<file path="config.mk">
export PLATFORM = sky130hd
export DESIGN_NAME = double_ended_queue
export DESIGN_NICKNAME = d
export VERILOG_FILES = /design/src/rtl/dq_pkg.sv /design/src/rtl/dq_ram.sv /design/src/rtl/dq_ctrl.sv /design/src/rtl/dq_dp.sv /design/src/rtl/double_ended_queue.sv
export SDC_FILE = /design/constraint.sdc
export NUM_CORES = 1
export LEC_CHECK = 0
export BUFFER_PORTS_ARGS = -buffer_cell sky130_fd_sc_hd__buf_4
export CAP_MARGIN = 15
export CORE_ASPECT_RATIO = 0.6
export CORE_MARGIN = 4
export CORE_UTILIZATION = 55
export DETAILED_ROUTE_END_ITERATION = 16
export PLACE_DENSITY = 0.7
export SLEW_MARGIN = 0
export SYNTH_ARGS = -nofsm -noshare
export SYNTH_HDL_FRONTEND = slang
export SYNTH_SLANG_ARGS = --single-unit
</file>
<file path="constraint.sdc">
create_clock -name clk -period 8.9 [get_ports clk]
set_input_delay 0 -clock clk [delete_from_list [all_inputs] [get_ports clk]]
set_output_delay 0 -clock clk [all_outputs]
set_load 0.01 [all_outputs]
</file>
<file path="src/rtl/dq_pkg.sv">
`timescale 1ns / 1ps

package dq_pkg;

  localparam int DEPTH  = 16;
  localparam int ADDR_W = (DEPTH > 1) ? $clog2(DEPTH) : 1;
  localparam int CNT_W  = $clog2(DEPTH + 1);
  localparam int DATA_W = 32;
  localparam int OCC_W  = 5;

  typedef enum logic [1:0] {
    CMD_PUSH_FRONT = 2'd0,
    CMD_PUSH_REAR  = 2'd1,
    CMD_POP_FRONT  = 2'd2,
    CMD_POP_REAR   = 2'd3
  } cmd_t;

  typedef enum logic [1:0] {
    ST_OK        = 2'd0,
    ST_UNDERFLOW = 2'd1,
    ST_OVERFLOW  = 2'd2
  } status_t;

  typedef enum logic [1:0] {
    S_IDLE,
    S_EXEC,
    S_POP
  } state_t;

  // controller to datapath
  typedef struct packed {
    logic load;
    logic push_wr;
    logic fail;
    logic pop_rd;
    logic pop_done;
  } dp_cmd_t;

  // datapath to controller
  typedef struct packed {
    logic fail;
    logic is_pop;
  } dp_stat_t;

  // (base + offset) mod DEPTH, both below DEPTH
  function automatic logic [ADDR_W-1:0] ring_add(input logic [ADDR_W-1:0] base,
                                                 input logic [ADDR_W-1:0] offset);
    logic [ADDR_W:0] sum;
    sum = {1'b0, base} + {1'b0, offset};
    if (sum >= (ADDR_W + 1)'(DEPTH)) begin
      sum = sum - (ADDR_W + 1)'(DEPTH);
    end
    return sum[ADDR_W-1:0];
  endfunction

endpackage

</file>
<file path="src/rtl/dq_ram.sv">
`timescale 1ns / 1ps

module dq_ram #(
  parameter int WIDTH = 32,
  parameter int DEPTH = 16
) (
  input  logic                     clk,
  input  logic                     we,
  input  logic [$clog2(DEPTH)-1:0] waddr,
  input  logic [WIDTH-1:0]         wdata,
  input  logic                     re,
  input  logic [$clog2(DEPTH)-1:0] raddr,
  output logic [WIDTH-1:0]         rdata
);

  logic [WIDTH-1:0] mem [DEPTH];

  always_ff @(posedge clk) begin
    if (we) begin
      mem[waddr] <= wdata;
    end
    if (re) begin
      rdata <= mem[raddr];
    end
  end

endmodule

</file>
<file path="src/rtl/dq_ctrl.sv">
`timescale 1ns / 1ps

module dq_ctrl (
  input  logic              clk,
  input  logic              rst,
  input  logic              start,
  input  dq_pkg::dp_stat_t  stat,
  output dq_pkg::dp_cmd_t   cmd,
  output logic              busy,
  output logic              done
);

  dq_pkg::state_t state, state_next;
  logic           done_next;

  always_ff @(posedge clk) begin
    if (rst) begin
      state <= dq_pkg::S_IDLE;
      done  <= 1'b0;
    end else begin
      state <= state_next;
      done  <= done_next;
    end
  end

  always_comb begin
    state_next = state;
    done_next  = 1'b0;
    cmd        = '0;
    unique case (state)
      dq_pkg::S_IDLE: begin
        if (start) begin
          cmd.load   = 1'b1;
          state_next = dq_pkg::S_EXEC;
        end
      end
      dq_pkg::S_EXEC: begin
        if (stat.fail) begin
          cmd.fail   = 1'b1;
          done_next  = 1'b1;
          state_next = dq_pkg::S_IDLE;
        end else if (stat.is_pop) begin
          cmd.pop_rd = 1'b1;
          state_next = dq_pkg::S_POP;
        end else begin
          cmd.push_wr = 1'b1;
          done_next   = 1'b1;
          state_next  = dq_pkg::S_IDLE;
        end
      end
      dq_pkg::S_POP: begin
        cmd.pop_done = 1'b1;
        done_next    = 1'b1;
        state_next   = dq_pkg::S_IDLE;
      end
      default: begin
        state_next = dq_pkg::S_IDLE;
      end
    endcase
  end

  assign busy = (state != dq_pkg::S_IDLE);

endmodule

</file>
<file path="src/rtl/dq_dp.sv">
`timescale 1ns / 1ps

module dq_dp (
  input  logic                        clk,
  input  logic                        rst,
  input  dq_pkg::dp_cmd_t             cmd,
  input  logic [1:0]                  command,
  input  logic signed [31:0]          value,
  output dq_pkg::dp_stat_t            stat,
  output logic signed [31:0]          popped_value,
  output logic [1:0]                  status,
  output logic [dq_pkg::OCC_W-1:0]    occupancy,
  output logic                        empty_res
);

  localparam int AW = dq_pkg::ADDR_W;
  localparam int CW = dq_pkg::CNT_W;

  dq_pkg::cmd_t             cmd_q;
  logic [dq_pkg::DATA_W-1:0] val_q;
  logic [AW-1:0]            front;
  logic [CW-1:0]            count;
  logic [AW-1:0]            slot;
  logic [CW-1:0]            count_dec;
  logic [CW-1:0]            count_inc;
  logic                     full;
  logic                     empty;
  logic                     is_pop;
  logic [dq_pkg::DATA_W-1:0] rdata;

  assign full      = (count == CW'(dq_pkg::DEPTH));
  assign empty     = (count == '0);
  assign is_pop    = (cmd_q == dq_pkg::CMD_POP_FRONT) || (cmd_q == dq_pkg::CMD_POP_REAR);
  assign count_dec = count - CW'(1);
  assign count_inc = count + CW'(1);

  assign stat.is_pop = is_pop;
  assign stat.fail   = is_pop ? empty : full;

  always_comb begin
    case (cmd_q)
      dq_pkg::CMD_PUSH_FRONT: slot = dq_pkg::ring_add(front, AW'(dq_pkg::DEPTH - 1));
      dq_pkg::CMD_PUSH_REAR:  slot = dq_pkg::ring_add(front, count[AW-1:0]);
      dq_pkg::CMD_POP_FRONT:  slot = front;
      default:                slot = dq_pkg::ring_add(front, count_dec[AW-1:0]);
    endcase
  end

  dq_ram #(
    .WIDTH(dq_pkg::DATA_W),
    .DEPTH(dq_pkg::DEPTH)
  ) u_ram (
    .clk  (clk),
    .we   (cmd.push_wr),
    .waddr(slot),
    .wdata(val_q),
    .re   (cmd.pop_rd),
    .raddr(slot),
    .rdata(rdata)
  );

  // ring pointers
  always_ff @(posedge clk) begin
    if (rst) begin
      front <= '0;
      count <= '0;
    end else if (cmd.push_wr) begin
      if (cmd_q == dq_pkg::CMD_PUSH_FRONT) begin
        front <= slot;
      end
      count <= count_inc;
    end else if (cmd.pop_done) begin
      if (cmd_q == dq_pkg::CMD_POP_FRONT) begin
        front <= dq_pkg::ring_add(front, AW'(1));
      end
      count <= count_dec;
    end
  end

  // latched item and result registers
  always_ff @(posedge clk) begin
    if (cmd.load) begin
      cmd_q <= dq_pkg::cmd_t'(command);
      val_q <= value;
    end
    if (cmd.push_wr) begin
      popped_value <= '0;
      status       <= dq_pkg::ST_OK;
      occupancy    <= dq_pkg::OCC_W'(count_inc);
      empty_res    <= 1'b0;
    end else if (cmd.fail) begin
      popped_value <= '0;
      status       <= is_pop ? dq_pkg::ST_UNDERFLOW : dq_pkg::ST_OVERFLOW;
      occupancy    <= dq_pkg::OCC_W'(count);
      empty_res    <= empty;
    end else if (cmd.pop_done) begin
      popped_value <= rdata;
      status       <= dq_pkg::ST_OK;
      occupancy    <= dq_pkg::OCC_W'(count_dec);
      empty_res    <= (count_dec == '0);
    end
  end

endmodule

</file>
<file path="src/rtl/double_ended_queue.sv">
`timescale 1ns / 1ps

// Bounded double-ended queue of signed 32-bit values in a ring buffer of
// dq_pkg::DEPTH entries. Drive command and value with start high while busy
// is low; the item is taken at that edge. The result (popped_value, status,
// occupancy, empty_res) appears with done high for exactly one cycle and
// cannot be held off, so capture it when done is seen. A push or any failed
// command passes through the execute state only; a successful pop also passes
// through a pop state, for the registered read of the entry store.
// busy drops in the cycle done is high, so the next item may be offered then.
// Pop on an empty queue reports underflow with zero data, push on a full
// queue reports overflow and drops the value; neither changes the queue.

module double_ended_queue (
  input  logic                     clk,
  input  logic                     rst,
  input  logic                     start,
  output logic                     busy,
  input  logic [1:0]               command,
  input  logic signed [31:0]       value,
  output logic                     done,
  output logic signed [31:0]       popped_value,
  output logic [1:0]               status,
  output logic [dq_pkg::OCC_W-1:0] occupancy,
  output logic                     empty_res
);

  // command and status between controller and datapath
  dq_pkg::dp_cmd_t  dp_cmd;
  dq_pkg::dp_stat_t dp_stat;

  // sequencer: accept, execute, optional store read
  dq_ctrl u_ctrl (
    .clk  (clk),
    .rst  (rst),
    .start(start),
    .stat (dp_stat),
    .cmd  (dp_cmd),
    .busy (busy),
    .done (done)
  );

  // ring pointers, entry store and result registers
  dq_dp u_dp (
    .clk         (clk),
    .rst         (rst),
    .cmd         (dp_cmd),
    .command     (command),
    .value       (value),
    .stat        (dp_stat),
    .popped_value(popped_value),
    .status      (status),
    .occupancy   (occupancy),
    .empty_res   (empty_res)
  );

  // an accepted item keeps the block busy for the next cycle
  a_accept_busy: assert property (@(posedge clk) disable iff (rst)
    start && !busy |=> busy)
    else $error("accepted item did not make the block busy");

  // every item passes through the execute state before its result, so done is never held high
  a_done_pulse: assert property (@(posedge clk) disable iff (rst)
    done |=> !done)
    else $error("done held for more than one cycle");

  // underflow only happens on an empty queue, which stays empty
  a_underflow_empty: assert property (@(posedge clk) disable iff (rst)
    done && status == 2'(dq_pkg::ST_UNDERFLOW) |-> empty_res && occupancy == '0)
    else $error("underflow reported on a non-empty queue");

  // overflow only happens on a full queue
  a_overflow_full: assert property (@(posedge clk) disable iff (rst)
    done && status == 2'(dq_pkg::ST_OVERFLOW) |->
      occupancy == dq_pkg::OCC_W'(dq_pkg::DEPTH) && !empty_res)
    else $error("overflow reported on a queue that is not full");

  // a result is only presented after a busy cycle
  a_done_idle: assert property (@(posedge clk) disable iff (rst)
    done |-> $past(busy))
    else $error("done without a preceding busy cycle");

endmodule

</file>
==> impl_metrics.env, run 1 <==
export IMPL_ant_nets=0
export IMPL_grt_pass1_vias=11433
export IMPL_synth_adder_area_share=0.00603
export IMPL_maxCapViolCount=0
export IMPL_endpoint_kind="flip-flop"
export IMPL_synth_seq_area_share=0.766
export IMPL_synthesis_area_um2=24100
export IMPL_synth_simple_area_share=0.0223
export IMPL_crit_type="flip-flop to flip-flop"
export IMPL_yosysWarningCount=0
export IMPL_vias_per_cell=5.92
export IMPL_synth_seq_cells=630
export IMPL_fillers=2936
export IMPL_synth_xor_area_frac=0.00426
export IMPL_syn_area_per_cell_um2=21.2
export IMPL_first_pass_iters=5
export IMPL_r2r_end="u_dp.u_ram.mem[8][22]"
export IMPL_hold_viol_final=0
export IMPL_rsz0062_at_grt="no"
export IMPL_synth_top_family_by_area="multiplexers"
export IMPL_min_period_ns=5.21
export IMPL_route_vias_total=11264
export IMPL_p_clk_frac=0.352
export IMPL_cp_arrival_ns=5.44
export IMPL_wirelength_mm=46.8
export IMPL_drcViolationCount=0
export IMPL_cts_max_level=2
export IMPL_grt_ovfl_total=0
export IMPL_startpoint_type="flip-flop"
export IMPL_cts_made_buffers=53
export IMPL_hold_depth=2
export IMPL_slowest_stage="nor3_2"
export IMPL_final_cell_mix="edfxtp_1, mux2i_1, mux4_2, buf_4, clkbuf_16"
export IMPL_critPathMaxStageDelay_ns=0.80
export IMPL_mostFrequentLayoutCell="edfxtp_1"
export IMPL_grt_pass1_wl_mm=71.6
export IMPL_fmax_ghz=0.192
export IMPL_synth_nets=1186
export IMPL_n_antenna_cell=0
export IMPL_r2r_start="u_dp.count[0]"
export IMPL_timing_final_crit_share=0.585
export IMPL_synthArstFlopShare=0
export IMPL_gp_congestion=0.815
export IMPL_ys_flop_type="edfxtp_1"
export IMPL_drive_gt1_frac=0.257
export IMPL_holdCritPathClass="primary input to flip-flop"
export IMPL_maxSlewViolCount=0
export IMPL_path_clk_slew_ns=0.07
export IMPL_clk_latency_ns=0.58
export IMPL_path_cells="clkinv_1, ha_1, inv_1, mux2i_1, nor2_1, a31oi_1, ha_1, a21oi_1, a21oi_2, o211a_1, nor3_4, xor2_4, buf_4, nor3_2, buf_4"
export IMPL_p_int_w=0.00487
export IMPL_cts_setup_buffers=0
export IMPL_die_w_um=278
export IMPL_switching_share=0.227
export IMPL_setup_viol=0
export IMPL_reg2reg_slack_ns=3.69
export IMPL_cp_top_family="buffers and inverters"
export IMPL_start_util=0.556
export IMPL_crit_buf_inv=4
export IMPL_root_buffer="clkbuf_16"
export IMPL_coreArea_um2=43300
export IMPL_synth_cells=1138
export IMPL_grt_max_degree=53
export IMPL_dp_hpwl_mm=26.0
export IMPL_cts_resized=0
export IMPL_holdPathEnd="u_dp.val_q[16]"
export IMPL_r2r_cells=15
export IMPL_setup_tns_ns=0
export IMPL_timing_hold_ws_ns=0.135
export IMPL_rows=59
export IMPL_p_comb_frac=0.112
export IMPL_area_delta_synth_final_pct=14.1
export IMPL_fin_skew_ns=0.0165
export IMPL_final_area_um2=27500
export IMPL_die_height_um=170
export IMPL_nets=1330
export IMPL_io_pins=79
export IMPL_drt_initial_drc_count=1179
export IMPL_maxSlewHeadroom=0.247
export IMPL_synth_edff_count=583
export IMPL_power_frac_seq=0.536
export IMPL_critPathMaxFanout=22
export IMPL_grt_usage=0.200
export IMPL_place_area_um2=25500
export IMPL_clkSinkCount=630
export IMPL_outcome="finished, final reports clean"
export IMPL_cts_tree="yes"
export IMPL_hold_start="value[16]"
export IMPL_cellPowerDensity_nw_per_um2=229
export IMPL_cts_hold_fix_buffers=36
export IMPL_synth_compound_area_share=0.0125
export IMPL_p_total_w=0.00629
export IMPL_worst_pin_slew_ns=1.12
export IMPL_p_switching_w=0.00143
export IMPL_worst_ep_required_time_ns=9.14
export IMPL_power_leakage_nw=9.13
export IMPL_grt_antenna_before_repair=0
export IMPL_wire_per_inst_um=24.6
export IMPL_clockBufferDepth=3
export IMPL_vdd_ir_drop_max_mv=0.171
export IMPL_fp_dieArea_um2=47300
export IMPL_ys_types=55
export IMPL_muxShareOfSynthArea=0.175
export IMPL_port_buffer_count=78
-- per-layer routing --
| layer | vias to the layer above | global-route usage | part of all wire |
|---|---|---|---|
| met5 | - | 0 | 0 |
| met4 | 0 | 0.0416 | 0.018 |
| met2 | 312 | 0.310 | 0.46 |
| li1 | 4938 | - | - |
| met1 | 5955 | 0.305 | 0.46 |
| met3 | 59 | 0.0369 | 0.062 |
-- flip-flops by register name, summed over array words and instances (netlist names) --
signal / cells
u_dp.val_q: 32
u_dp.popped_value: 32
u_dp.u_ram.mem: 512
u_dp.empty_res: 1
u_dp.cmd_q: 2
u_dp.u_ram.rdata: 32
u_ctrl.state: 2
u_dp.front: 4
u_ctrl.done: 1
u_dp.status: 2
u_dp.count: 5
u_dp.occupancy: 5
-- final cells by class --
class	count	area, µm²	area share
tap	579	724	0.0264
inverter	11	41.3	0.00150
sequential	630	18400	0.671
timing repair buffer	145	1180	0.0429
clock inverter	21	163	0.00592
clock buffer	75	1480	0.0539
multi-input combinational	441	5440	0.198
-- power by group through the flow --
stage	logic (W)	clock network, W	registers [W]
2_1_floorplan	0.000518	0	0.00341
3_3_place_gp	0.000700	0	0.00343
3_5_place_dp	0.000704	0	0.00343
4_1_cts	0.000721	0.00227	0.00337
5_1_grt	0.000764	0.00240	0.00338
6_report	0.000705	0.00222	0.00337
-- cells in the mapped netlist, types with 3 or more instances --
cell type    n  area share
or3_1        3     0.00078
xnor2_1      5      0.0018
nor3_1      17      0.0035
nand2b_1     3     0.00078
dfxtp_1     47       0.039
buf_4       10      0.0031
nand3_1      9      0.0019
nor4_1       4      0.0010
ha_1        10      0.0052
buf_2        9      0.0019
nand2_1     15      0.0023
o21ai_0      7      0.0015
inv_1        9      0.0014
a21oi_1     19      0.0040
xor2_1       3      0.0011
buf_1        9      0.0014
clkbuf_1    25      0.0039
mux4_2     128        0.12
buf_6        3      0.0014
edfxtp_1   583        0.73
mux2i_1    131       0.054
nor2_1      47      0.0073
-- how the worst max path moves through the flow --
stage | startpoint | endpoint | slack [ns] | cells past startpoint
6_report | u_dp.count[0] | u_dp.u_ram.mem[8][22] | 3.69 | 15
4_1_cts | u_dp.count[0] | u_dp.u_ram.mem[8][15] | 3.71 | 15
2_1_floorplan | u_dp.count[0] | u_dp.u_ram.mem[11][0] | 2.56 | 14
5_1_grt | u_dp.count[0] | u_dp.u_ram.mem[8][17] | 3.41 | 15
3_3_place_gp | u_dp.count[0] | u_dp.u_ram.mem[8][22] | 3.85 | 15
3_5_place_dp | u_dp.count[0] | u_dp.u_ram.mem[8][22] | 3.74 | 15
-- through the flow --
step                      std cells  utilization  setup slack (ns)
after floorplan                1138            -              2.56
after global placement         1770        0.589              3.85
after detailed placement       1770        0.589              3.74
after CTS                      1902        0.635              3.71
after global routing           1902        0.635              3.41
final                          1902        0.635              3.69
-- logic make-up after synthesis --
group	Yosys count
AO/OA/AOI/OAI	48
multiplexers	261
XOR/XNOR	10
adder cells (fa/ha/maj)	11
buffers and inverters	67
AND/OR/NAND/NOR	111
flip-flops	630
-- worst register-to-register path, stage by stage (launching register included) --
cell and delay (ns):
dfxtp_1 0.49, clkinv_1 0.26, ha_1 0.34, inv_1 0.12
mux2i_1 0.07, nor2_1 0.11, a31oi_1 0.05, ha_1 0.36
a21oi_1 0.27, a21oi_2 0.11, o211a_1 0.26, nor3_4 0.27
xor2_4 0.39, buf_4 0.40, nor3_2 0.83, buf_4 0.51
Power figures use the tool's default switching activity.
==> run 2: changes to the inputs <==
==> constraint.sdc (replaced) <==
create_clock -name clk -period 5 [get_ports clk]
set_input_delay 0 -clock clk [delete_from_list [all_inputs] [get_ports clk]]
set_output_delay 0 -clock clk [all_outputs]
set_load 0.01 [all_outputs]
==> run 2 against run 1 <==
Compared with the run above: via count rose by 1.3%; cell area rose by 0.93%; sequential power rose by 78%; critical path depth fell by 1; register-to-register slack got worse by 3.3 ns; critical endpoint is now u_dp.u_ram.mem[4][15].
==> impl_metrics.env, run 2 (synthesis results as in run 1) <==
export IMPL_outcome="finished, final reports clean"
export IMPL_coreArea_um2=43300
export IMPL_slowest_stage="nor3_4"
export IMPL_cp_arrival_ns=4.85
export IMPL_p_clk_frac=0.353
export IMPL_route_vias_total=11413
export IMPL_hold_depth=2
export IMPL_vias_per_cell=5.96
export IMPL_wire_per_inst_um=24.3
export IMPL_critPathMaxFanout=21
export IMPL_p_switching_w=0.00254
export IMPL_drcViolationCount=0
export IMPL_cts_tree="yes"
export IMPL_timing_hold_ws_ns=0.132
export IMPL_port_buffer_count=78
export IMPL_rsz0062_at_grt="no"
export IMPL_clk_latency_ns=0.59
export IMPL_reg2reg_slack_ns=0.43
export IMPL_nets=1338
export IMPL_maxSlewHeadroom=0.257
export IMPL_fp_dieArea_um2=47300
export IMPL_clockBufferDepth=3
export IMPL_grt_pass1_vias=11499
export IMPL_largest_reg_flops=512
export IMPL_grt_ovfl_total=0
export IMPL_setup_viol=0
export IMPL_r2r_cells=14
export IMPL_final_cell_mix="edfxtp_1, mux2i_1, mux4_2, buf_4, clkbuf_16"
export IMPL_dp_hpwl_mm=26.7
export IMPL_cts_max_level=2
export IMPL_worst_pin_slew_ns=1.11
export IMPL_clkSinkCount=630
export IMPL_gp_congestion=0.823
export IMPL_grt_usage=0.200
export IMPL_top_register="u_dp.u_ram.mem"
export IMPL_die_w_um=278
export IMPL_power_leakage_nw=9.23
export IMPL_cts_made_buffers=55
export IMPL_holdPathEnd="u_dp.val_q[28]"
export IMPL_fmax_ghz=0.219
export IMPL_path_cells="clkinv_1, ha_1, inv_1, mux2i_1, nor2_1, a31oi_1, ha_1, a21oi_1, a21oi_2, o211a_1, nor3_4, xnor2_2, nor3_4, buf_12"
export IMPL_worst_slack_ns=0.426
export IMPL_crit_type="flip-flop to flip-flop"
export IMPL_holdCritPathClass="primary input to flip-flop"
export IMPL_startpoint_type="flip-flop"
export IMPL_path_clk_slew_ns=0.06
export IMPL_area_delta_synth_final_pct=15.2
export IMPL_r2r_start="u_dp.count[0]"
export IMPL_rows=59
export IMPL_ant_nets=0
export IMPL_cts_setup_buffers=0
export IMPL_multi_input_area_um2=5530
export IMPL_switching_share=0.226
export IMPL_post_place_ws_ns=0.494
export IMPL_n_antenna_cell=0
export IMPL_r2r_end="u_dp.u_ram.mem[4][15]"
export IMPL_mostFrequentLayoutCell="edfxtp_1"
export IMPL_p_comb_frac=0.113
export IMPL_maxCapViolCount=0
export IMPL_wirelength_mm=46.5
export IMPL_hold_viol_final=0
export IMPL_io_pins=79
export IMPL_min_period_ns=4.57
export IMPL_fin_skew_ns=0.0226
export IMPL_die_height_um=170
export IMPL_critPathMaxStageDelay_ns=0.84
export IMPL_drt_initial_drc_count=1252
export IMPL_first_pass_iters=5
export IMPL_start_util=0.556
export IMPL_grt_pass1_wl_mm=71.6
export IMPL_power_frac_seq=0.533
export IMPL_maxSlewViolCount=0
export IMPL_grt_antenna_before_repair=0
export IMPL_p_total_w=0.0113
export IMPL_drive_gt1_frac=0.256
export IMPL_endpoint_kind="flip-flop"
export IMPL_vdd_ir_drop_max_mv=0.282
export IMPL_timing_final_crit_share=0.915
export IMPL_fillers=2910
export IMPL_register_area_um2=18400
export IMPL_hold_start="value[28]"
export IMPL_grt_max_degree=100
export IMPL_cellPowerDensity_nw_per_um2=406
export IMPL_root_buffer="clkbuf_16"
export IMPL_worst_ep_required_time_ns=5.27
export IMPL_p_int_w=0.00871
-- run 2: cell types whose count changed in the layout (fill, tap and decap cells not counted), sizes merged --
cell         delta
inv             +1
clkinv          +3
dlygate4sd3     +1
clkbuf          +4
buf             +5
-- run 2: timing repair --
item	4_1_cts	5_1_grt
gates resized for setup	0	0
hold buffers	37	0
endpoints found under the hold margin	46	0
-- run 2: worst max-delay path by stage --
stage	startpoint	to	slack [ns]	depth (start not counted)
floorplan	u_dp.count[0]	u_dp.u_ram.mem[11][0]	-1.34	14
global placement	u_dp.count[0]	u_dp.u_ram.mem[4][15]	0.62	14
detailed placement	u_dp.count[0]	u_dp.u_ram.mem[4][15]	0.49	14
CTS	u_dp.count[0]	u_dp.u_ram.mem[4][15]	0.45	14
global route	u_dp.count[0]	u_dp.u_ram.mem[4][14]	0.14	14
finish	u_dp.count[0]	u_dp.u_ram.mem[4][15]	0.43	14
-- run 2: power groups by stage --
stage / combinational [W] / sequential [W] / clock (W)
6_report: 0.00128 / 0.00600 / 0.00397
2_1_floorplan: 0.000931 / 0.00608 / 0
4_1_cts: 0.00130 / 0.00600 / 0.00407
5_1_grt: 0.00138 / 0.00601 / 0.00430
3_5_place_dp: 0.00128 / 0.00611 / 0
3_3_place_gp: 0.00127 / 0.00611 / 0
-- run 2: critical path: cells and delay by family, from the launching register on --
| family | cells | cell delay [ns] |
|---|---|---|
| multiplexers | 1 | 0.09 |
| buffers and inverters | 3 | 0.69 |
| XOR/XNOR | 1 | 0.36 |
| flip-flops | 1 | 0.48 |
| AO/OA/AOI/OAI | 4 | 0.70 |
| adder cells (fa/ha/maj) | 2 | 0.72 |
| AND/OR/NAND/NOR | 3 | 1.19 |
-- run 2: routing by layer --
metal  track usage  up-vias  part of all wire
li1              -     4978                 -
met1         0.308     5995              0.46
met2         0.311      387              0.47
met3        0.0310       53             0.060
met4        0.0414        0             0.015
met5             0        -                 0
-- run 2: through the flow --
stage	cells	instance area (µm²)	utilization	TNS, ns
2_1_floorplan	1138	24100	-	-85.91
4_1_cts	1916	27700	0.641	0
3_5_place_dp	1775	25700	0.594	0
3_3_place_gp	1775	25700	0.594	0
6_report	1916	27700	0.641	0
5_1_grt	1916	27700	0.641	0
-- run 2: cell type report --
type	count	share of cell area
clock inverter	25	0.00659
tap	579	0.0261
multi-input combinational	441	0.200
timing repair buffer	151	0.0469
clock buffer	79	0.0540
sequential	630	0.665
inverter	11	0.00149
==> run 3: changes to the inputs <==
==> constraint.sdc (replaced) <==
create_clock -name clk -period 4.7 [get_ports clk]
set_input_delay 0 -clock clk [delete_from_list [all_inputs] [get_ports clk]]
set_output_delay 0 -clock clk [all_outputs]
set_load 0.01 [all_outputs]
==> run 3 against run 2 <==
Compared with the run above: sequential cell count is the same; critical path type unchanged; global-route usage grew 0.55 points; largest power group unchanged; highest routed layer unchanged; clock power grew 14%; critical path depth is the same; via count shrank 1.0%.
==> impl_metrics.env, run 3 (synthesis results as in run 1) <==
export IMPL_grt_max_degree=59
export IMPL_hold_viol_final=0
export IMPL_min_period_ns=4.26
export IMPL_multi_input_area_um2=5530
export IMPL_grt_pass1_wl_mm=73.0
export IMPL_holdCritPathClass="primary input to flip-flop"
export IMPL_cp_arrival_ns=4.48
export IMPL_grt_usage=0.205
export IMPL_port_buffer_count=78
export IMPL_timing_hold_ws_ns=0.130
export IMPL_r2r_end="u_dp.u_ram.mem[10][25]"
export IMPL_start_util=0.556
export IMPL_worst_ep_required_time_ns=4.92
export IMPL_clockBufferDepth=3
export IMPL_route_vias_total=11299
export IMPL_area_delta_synth_final_pct=16.2
export IMPL_reg2reg_slack_ns=0.44
export IMPL_hold_start="value[20]"
export IMPL_coreArea_um2=43300
export IMPL_ant_nets=0
export IMPL_dp_hpwl_mm=26.6
export IMPL_cts_made_buffers=55
export IMPL_clk_latency_ns=0.59
export IMPL_n_antenna_cell=0
export IMPL_setup_tns_ns=0
export IMPL_worst_slack_ns=0.436
export IMPL_maxSlewViolCount=0
export IMPL_power_leakage_nw=9.34
export IMPL_fmax_ghz=0.235
export IMPL_top_register="u_dp.u_ram.mem"
export IMPL_hold_depth=2
export IMPL_cellPowerDensity_nw_per_um2=439
export IMPL_wirelength_mm=48.1
export IMPL_worst_pin_slew_ns=0.988
export IMPL_setup_viol=0
export IMPL_utilization=0.646
export IMPL_maxSlewHeadroom=0.337
export IMPL_grt_ovfl_total=0
export IMPL_io_pins=79
export IMPL_timing_final_crit_share=0.907
export IMPL_endpoint_kind="flip-flop"
export IMPL_wire_per_inst_um=25.0
export IMPL_post_place_ws_ns=0.386
export IMPL_holdPathEnd="u_dp.val_q[20]"
export IMPL_path_clk_slew_ns=0.06
export IMPL_register_area_um2=18400
export IMPL_startpoint_type="flip-flop"
export IMPL_drcViolationCount=0
export IMPL_nets=1345
export IMPL_grt_pass1_vias=11309
export IMPL_largest_reg_flops=512
export IMPL_rows=59
export IMPL_vias_per_cell=5.88
export IMPL_final_cell_mix="edfxtp_1, mux2i_1, mux4_2, buf_4, clkbuf_16"
export IMPL_fillers=2896
export IMPL_r2r_start="u_dp.count[0]"
export IMPL_vdd_ir_drop_max_mv=0.354
export IMPL_first_pass_iters=5
export IMPL_root_buffer="clkbuf_16"
export IMPL_p_total_w=0.0123
export IMPL_crit_type="flip-flop to flip-flop"
export IMPL_gp_congestion=0.804
export IMPL_r2r_cells=14
export IMPL_fin_skew_ns=0.0102
export IMPL_rsz0062_at_grt="no"
export IMPL_drt_initial_drc_count=1259
export IMPL_clkSinkCount=630
export IMPL_drive_gt1_frac=0.266
export IMPL_cts_max_level=2
export IMPL_die_w_um=278
export IMPL_critPathMaxFanout=32
export IMPL_fp_dieArea_um2=47300
export IMPL_maxCapViolCount=0
export IMPL_mostFrequentLayoutCell="edfxtp_1"
export IMPL_cts_tree="yes"
export IMPL_grt_antenna_before_repair=0
export IMPL_die_height_um=170
export IMPL_outcome="finished, final reports clean"
[run 3: changes by cell type in the layout (fill, tap and decap cells not counted), sizes merged]
cell / delta
buf: +7
clkinv: -5
bufinv: +3
clkbuf: +2
clkinvlp: -1
[run 3: per-layer routing]
| layer | track usage | routed length, µm |
|---|---|---|
| met1 | 0.328 | 22500 |
| met4 | 0.0359 | 625 |
| met5 | 0 | 0 |
| met2 | 0.311 | 22300 |
| met3 | 0.0317 | 2650 |
[run 3: worst max path at each step]
stage | end | start | slack, ns | depth (start not counted)
2_1_floorplan | u_dp.u_ram.mem[10][0] | u_dp.count[0] | -0.70 | 14
3_3_place_gp | u_dp.u_ram.mem[5][15] | u_dp.count[0] | 0.48 | 14
3_5_place_dp | u_dp.u_ram.mem[4][15] | u_dp.count[0] | 0.39 | 14
4_1_cts | u_dp.u_ram.mem[4][27] | u_dp.count[0] | 0.38 | 14
5_1_grt | u_dp.u_ram.mem[3][31] | u_dp.count[0] | 0.15 | 14
6_report | u_dp.u_ram.mem[10][25] | u_dp.count[0] | 0.44 | 14
[run 3: per-stage QoR]
| step | cell area (µm²) | std cells |
|---|---|---|
| floorplan | 24200 | 1138 |
| global placement | 25800 | 1782 |
| detailed placement | 25800 | 1782 |
| CTS | 28000 | 1922 |
| global route | 28000 | 1922 |
| finish | 28000 | 1922 |
[run 3: critical path, cell delays in order, from the launching register on]
cell,delay [ns]
dfxtp_1,0.48
clkinv_1,0.25
ha_1,0.34
inv_1,0.13
mux2i_1,0.08
nor2_1,0.11
a31oi_1,0.06
ha_1,0.37
a21oi_1,0.28
a21oi_2,0.12
o211a_1,0.26
nor3_4,0.31
xor2_4,0.32
nor3_2,0.25
buf_4,0.50
[run 3: cell type report]
cell class,count,share of cell area
inverter,11,0.00148
tap,579,0.0259
timing repair buffer,158,0.0502
sequential,630,0.660
clock buffer,81,0.0567
clock inverter,22,0.00850
multi-input combinational,441,0.198
[run 3: timing repair]
action / 4_1_cts / 5_1_grt
endpoints found under the setup margin: 0 / 5
setup buffers: 0 / 0
hold buffers: 37 / 0
resized for setup: 0 / 1
endpoints found under the hold margin: 47 / 0
[run 3: report_power, final]
group	internal, W	switching, W	total, W
Combinational	0.000672	0.000709	0.00138
Clock	0.00261	0.00191	0.00452
Sequential	0.00627	0.000107	0.00638
Total	0.00956	0.00273	0.0123
